==> config.mk <==
export PLATFORM = sky130hd
export DESIGN_NAME = rrkb_best_unit
export DESIGN_NICKNAME = d
export VERILOG_FILES = /design/src/sv/rrkb_pkg.sv /design/src/sv/rrkb_best_unit.sv
export SDC_FILE = /design/constraint.sdc
export NUM_CORES = 1
export LEC_CHECK = 0
export BUFFER_PORTS_ARGS = -buffer_cell sky130_fd_sc_hd__buf_2
export CAP_MARGIN = 20
export CORE_MARGIN = 1
export CORE_UTILIZATION = 40
export DETAILED_ROUTE_END_ITERATION = 16
export PLACE_DENSITY = 0.61
export SKIP_LAST_GASP = 1
export SLEW_MARGIN = 10
export SYNTH_ARGS = -nofsm -noshare
export SYNTH_HDL_FRONTEND = slang
export SYNTH_SLANG_ARGS = --single-unit
==> constraint.sdc <==
create_clock -name clock -period 3.7 [get_ports clock]
set_input_delay 0.74 -clock clock [delete_from_list [all_inputs] [get_ports clock]]
set_output_delay 0.74 -clock clock [all_outputs]
set_load 0.01 [all_outputs]
==> src/sv/rrkb_pkg.sv <==
// Shared types and constants for the round-robin k-best resource block scheduler.
// No dependencies; every module of the block imports this package.
package rrkb_pkg;

   localparam int MAX_STATIONS = 16;
   localparam int MAX_BLOCKS   = 32;
   localparam int ST_W         = $clog2(MAX_STATIONS);
   localparam int BLK_W        = $clog2(MAX_BLOCKS);
   localparam int ADDR_W       = 1 + ST_W + BLK_W;
   localparam int SINR_W       = 16;

   // Command codes.
   localparam logic [1:0] CMD_STORE    = 2'd0;
   localparam logic [1:0] CMD_REQUEST  = 2'd1;
   localparam logic [1:0] CMD_SCHEDULE = 2'd2;

   // Band codes.
   localparam logic [1:0] BAND_UP   = 2'd0;
   localparam logic [1:0] BAND_DOWN = 2'd1;
   localparam logic [1:0] BAND_D2D  = 2'd2;

   // Configuration register indexes.
   localparam logic [2:0] REG_STATION_COUNT = 3'd0;
   localparam logic [2:0] REG_UP_RB_COUNT   = 3'd1;
   localparam logic [2:0] REG_DOWN_RB_COUNT = 3'd2;
   localparam logic [2:0] REG_UP_K          = 3'd3;
   localparam logic [2:0] REG_DOWN_K        = 3'd4;

   typedef enum logic [2:0] {
      S_IDLE,
      S_INIT,
      S_VISIT,
      S_SCAN,
      S_GRANT,
      S_NEXT,
      S_FINISH
   } state_type;

   // One result beat.
   typedef struct packed {
      logic            granted;
      logic [BLK_W-1:0] block_res;
      logic            band_res;
      logic [ST_W-1:0] station_res;
   } result_type;

endpackage

==> src/sv/rrkb_best_unit.sv <==
// Shared compare unit: keeps the best free block seen during one scan.
// Strictly greater wins, so ties keep the lower block index. Depends on rrkb_pkg.
module rrkb_best_unit (
   input  logic                       clock,
   input  logic                       reset,
   input  logic                       clear,
   input  logic                       cmp_en,
   input  logic [rrkb_pkg::BLK_W-1:0]  cmp_blk,
   input  logic [rrkb_pkg::SINR_W-1:0] cmp_val,
   output logic                       best_vld,
   output logic [rrkb_pkg::BLK_W-1:0]  best_blk
);
   import rrkb_pkg::*;

   logic              best_vld_ff, best_vld_in;
   logic [BLK_W-1:0]  best_blk_ff, best_blk_in;
   logic [SINR_W-1:0] best_val_ff, best_val_in;

   // Compare the candidate against the running best.
   always_comb begin
      best_vld_in = best_vld_ff;
      best_blk_in = best_blk_ff;
      best_val_in = best_val_ff;
      if (clear) begin
         best_vld_in = 1'b0;
      end else if (cmp_en && (!best_vld_ff || $signed(cmp_val) > $signed(best_val_ff))) begin
         best_vld_in = 1'b1;
         best_blk_in = cmp_blk;
         best_val_in = cmp_val;
      end
   end

   always_ff @(posedge clock) begin
      if (reset) begin
         best_vld_ff <= 1'b0;
      end else begin
         best_vld_ff <= best_vld_in;
      end
      best_blk_ff <= best_blk_in;
      best_val_ff <= best_val_in;
   end

   assign best_vld = best_vld_ff;
   assign best_blk = best_blk_ff;

endmodule

==> impl_metrics.tcl, run 1 <==
set metrics [dict create \
    start_util 0.4317 \
    pin_count 31 \
    synth-async-reset-ratio 0 \
    drive_above_1_share 0.3419 \
    yosysWarnings 0 \
    die_w_microns 54.41 \
    peakVddDrop_mv 0.2128 \
    worstHoldPathType "flop to flop" \
    drv_slew 0 \
    leakagePower_uw 0.0006228 \
    drc_errors 0 \
    outcome "complete, no violations" \
    clk_pin_slew_ns 0.12 \
    end_kind "flop" \
    cts-resized-gates 0 \
    yosys.area.top_type_share 0.5740 \
    fin_cells 147 \
    portBuffers 30 \
    drtIter0Drc 12 \
    place_congestion 0.7428 \
    crit_chain "buf_2 -> ha_1 -> nand4_2 -> nor4_2 -> o21a_1 -> a2111oi_1 -> o22ai_2 -> buf_4" \
    tns_ns 0 \
    critPathArrivalTime_ns 2.31 \
    die_y_microns 54.41 \
    clk_latency_ns 0.30 \
    first_pass_iters 4 \
    crit_type "input port to flop" \
    grt_pass1_vias 673 \
    synth_nets 123 \
    worst_slew_pin_slew_ns 0.4134 \
    setup_viol 0 \
    syn_to_final_growth_pct 20.73 \
    routed_via_density 4.796 \
    ant_nets 0 \
    fin_util 0.5211 \
    syn_area_sq_um 1099 \
    synth_cell_type_count 22 \
    synthTopCellsByCount "edfxtp_1 (21), inv_1 (17), ha_1 (16), a21oi_1 (6), nor2_1 (3)" \
    power_density_nw_per_um2 372.9 \
    postCtsHoldBufs 0 \
    synth_area_leaders "edfxtp_1 (57%), ha_1 (18%), inv_1 (5.8%)" \
    fill_cells 245 \
    synth_seq_area_share 0.5923 \
    yosys_most_used_dff "edfxtp_1" \
    root_buffer "clkbuf_4" \
    cts.path.max_buffers 2 \
    clock_sinks 22 \
    cts_tree "built" \
    relSlewSlack 0.7237 \
    h-tree-depth 1 \
    ys_seq_elements 22 \
    grt_pass1_wl_microns 2870 \
    core_area_sq_um 2545 \
    worstSetupStartpointType "input port" \
    period_share 0.6252 \
    syn_area_per_cell_sq_um 13.40 \
    hpwl_microns 1374 \
    track_usage 0.1448 \
    crit_fanout 21 \
    postRouteWirelength_microns 1730 \
    worst_clock_skew_ns 0.002318 \
    nets 159 \
    hold_violations 0 \
    yosys.area.top_type "edfxtp_1" \
    fin_crit_ns 2.313 \
    vias 705 \
    worst-path-buf-inv 2 \
    wl_per_cell_microns 11.77 \
    final_area_sq_um 1326 \
    holdWs_ns 0.5400 \
    placed_area_sq_um 1300 \
    core.rowCount 18 \
    rsz0062_at_grt "no" \
    grt_max_degree 22 \
    synthMostInstantiatedCell "edfxtp_1" \
    dp_cells 143 \
    crit_slowest_cell "nor4_2" \
    clock.fmax_mhz 432.3 \
    cts_setup_buffers 0 \
    antenna_found_initial 0 \
    worstPathRequired_ns 3.70 \
    r2r_slack_ns 1.55 \
    gr-total-overflow 0 \
    cts_buffers 3 \
    crit_family "simple AND/OR/NAND/NOR gates" \
    crit_path_max_incr_delay_ns 0.37 \
    dieArea_sq_um 2960 \
    cap_violations 0 \
    synthCells 82 \
    synth_edf_count 21 \
    diodes 0 \
]
## area by class of cell
type                       count  area [sq um]  share of cell area
tap                           30         37.54             0.02830
sequential                    22         650.6              0.4906
inverter                      17         63.81             0.04811
clock buffer                   4         26.28             0.01981
multi-input combinational     43         390.4              0.2943
timing repair buffer          31         157.7              0.1189
## report_power, final
| part | internal [uW] | switching (uW) |
|---|---|---|
| logic | 37.7 | 45.2 |
| clock network | 42.1 | 70.0 |
| registers | 295 | 4.63 |
## tightest hold or removal path, cell delays in order (launching register included)
cell     delay [ns]
dfxtp_1        0.36
nor2_1         0.11
nor3_1         0.05
## sequential cells by signal, indices dropped and copies added (netlist names)
register,flops
best_vld,1
best_val_ff,16
best_blk,5
## final timing paths
path | endpoint | start | cells after the start
worst max register to register | best_val_ff[1]$_DFFE_PP_ | best_val_ff[15]$_DFFE_PP_ | 8
worst min-delay path | best_vld$_SDFFE_PP0P_ | best_vld$_SDFFE_PP0P_ | 2
worst min register to register | best_vld$_SDFFE_PP0P_ | best_vld$_SDFFE_PP0P_ | 2
worst max-delay path | best_val_ff[1]$_DFFE_PP_ | cmp_val[15] | 8
## metrics by stage
step           power (uW)  worst slack, ns
6_report            494.6            1.387
5_1_grt             526.4            1.277
4_1_cts             503.5            1.378
3_5_place_dp        390.2            1.052
3_3_place_gp        387.3            1.063
2_1_floorplan       355.7           0.5425
## cell families (layout without fill, tap and decap cells)
kind of cell | count (synthesis) | after routing | share of synthesized area
DFF | 22 | 22 | 0.5923
buffers and inverters | 17 | 52 | 0.05809
adders and majority gates | 16 | 16 | 0.1822
and+or+nand+nor | 14 | 14 | 0.08656
AOI/OAI and AO/OA | 13 | 13 | 0.08088
## metal layers
layer	up-vias	part of all wire	GRT usage	wire, microns
met4	0	0.029	0.1026	51
met5	-	0	0	0
li1	370	-	-	-
met2	23	0.43	0.2195	744
met1	308	0.47	0.1783	819
met3	4	0.066	0.03611	114
## placed cells by master, fill, tap and decap left out, drive strengths merged
master,instances
nor2b,1
a311o,1
nand2b,1
nand2,2
ha,16
and2b,1
buf,31
nor2,3
clkbuf,4
nand4,3
nor4,1
nand3,1
o22ai,1
a21oi,6
nor3,1
o21a,1
a21o,1
inv,17
o221ai,1
o211ai,1
a2111oi,1
dfxtp,1
edfxtp,21
Note: power is estimated with default switching activity, not from simulation.
==> inputs of run 2 (changes only) <==
PLACE_DENSITY = 0.63   (was 0.61)
clock period = 2 ns   (was 3.7 ns; I/O delays follow)
==> impl_metrics.tcl, run 2 (synthesized netlist as in run 1, its figures left out) <==
set metrics [dict create \
    violations "setup timing" \
    final_common_cell "buf_2" \
    peakVddDrop_mv 0.4123 \
    clock.fmax_mhz 466.4 \
    worst_slew_pin_slew_ns 0.2869 \
    postRouteWirelength_microns 2409 \
    dp_slack_ns -0.4771 \
    pin_count 31 \
    clk_latency_ns 0.30 \
    antenna_found_initial 0 \
    core_area_sq_um 2545 \
    die_y_microns 54.41 \
    critPathArrivalTime_ns 2.18 \
    vias 803 \
    postCtsHoldBufs 0 \
    top_register "best_val_ff" \
    track_usage 0.1697 \
    nets 175 \
    place_congestion 0.7207 \
    ant_nets 0 \
    diodes 0 \
    met2_wirelength_microns 1166 \
    clock_sinks 22 \
    routed_via_density 4.926 \
    core.rowCount 18 \
    worstPathRequired_ns 2.04 \
    h-tree-depth 1 \
    root_buffer "clkbuf_4" \
    crit_fanout 4 \
    clk_pin_slew_ns 0.12 \
    grt_max_degree 13 \
    final_cell_mix "buf_2 (30), edfxtp_1 (21), ha_4 (13)" \
    wl_per_cell_microns 14.78 \
    holdWs_ns 0.2509 \
    largest_reg_flops 16 \
    drv_slew 0 \
    power_density_nw_per_um2 617.4 \
    gr-total-overflow 0 \
    met3_length_microns 130 \
    hold_violations 0 \
    top_layer_used "met4" \
    worst_clock_skew_ns 0.009360 \
    worstHoldPathType "input port to flop" \
    drc_errors 0 \
    die_w_microns 54.41 \
    grt_pass1_vias 751 \
    dieArea_sq_um 2960 \
    cts_tree "built" \
    cts.path.max_buffers 2 \
    start_util 0.4317 \
    grt_pass1_wl_microns 3381 \
    drive_above_1_share 0.6090 \
    end_kind "flop" \
    syn_to_final_growth_pct 60.82 \
    setup_viol 21 \
    first_pass_iters 4 \
    worstSetupStartpointType "flop" \
    crit_type "flop to flop" \
    leakagePower_uw 0.0007236 \
    wl_met1_microns 1097 \
    tns_ns -2.289 \
    cts_buffers 3 \
    period_share 1.072 \
    cap_violations 0 \
    fin_crit_ns 2.144 \
    rsz0062_at_grt "yes" \
    outcome "complete, but fails checks" \
    drtIter0Drc 18 \
    setup_ws_ns -0.1439 \
    portBuffers 30 \
    relSlewSlack 0.8079 \
    hpwl_microns 1518 \
]
-- run 2: repair_timing --
item | 4_1_cts | 5_1_grt
gates cloned | 1 | 1
pin swaps | 3 | 8
resized for setup | 2 | 26
setup endpoints to repair | 21 | 21
buffers inserted | 5 | 3
-- run 2: power breakdown --
part           switching [uW]  internal [uW]
logic                     151            177
clock network             127           77.5
registers                12.1            546
total                     290            800
-- run 2: final timing paths --
check | cells after the start | from | slack [ns] | end
worst min-delay path | 2 | reset | 0.25 | best_vld$_SDFFE_PP0P_
worst max-delay path | 9 | best_val_ff[3]$_DFFE_PP_ | -0.14 | best_val_ff[9]$_DFFE_PP_
worst min register to register | 2 | best_vld$_SDFFE_PP0P_ | 0.60 | best_vld$_SDFFE_PP0P_
worst max register to register | 9 | best_val_ff[3]$_DFFE_PP_ | -0.14 | best_val_ff[9]$_DFFE_PP_
-- run 2: layout make-up --
| cell class | instances | area, sq um |
|---|---|---|
| repair buffers | 46 | 320.3 |
| well taps | 30 | 37.54 |
| fillers | 186 | 778.2 |
| multi-input cells | 44 | 668.1 |
| flip-flops and latches | 22 | 650.6 |
| inverters | 17 | 63.81 |
| clock buffers | 4 | 26.28 |
-- run 2: per-layer routing --
metal	track usage	up-vias
li1	-	403
met4	0.06410	0
met1	0.2104	372
met2	0.2846	26
met5	0	-
met3	0.03889	2
-- run 2: worst max-delay path: stages, from the launching register on --
cell and delay, ns:
edfxtp_1 0.37, inv_2 0.05, ha_4 0.27, nand2_1 0.09, nor4_4 0.30, o21a_1 0.20
a2111oi_4 0.05, buf_4 0.16, o22ai_4 0.18, clkbuf_16 0.20
-- run 2: through the flow --
step	cell area [sq um]	power, uW	cells	utilization
2_1_floorplan	1192	678.9	82	-
3_3_place_gp	1448	757.0	151	0.5688
3_5_place_dp	1448	765.3	151	0.5688
4_1_cts	1563	1014	161	0.6141
5_1_grt	1767	1158	163	0.6942
6_report	1767	1091	163	0.6942
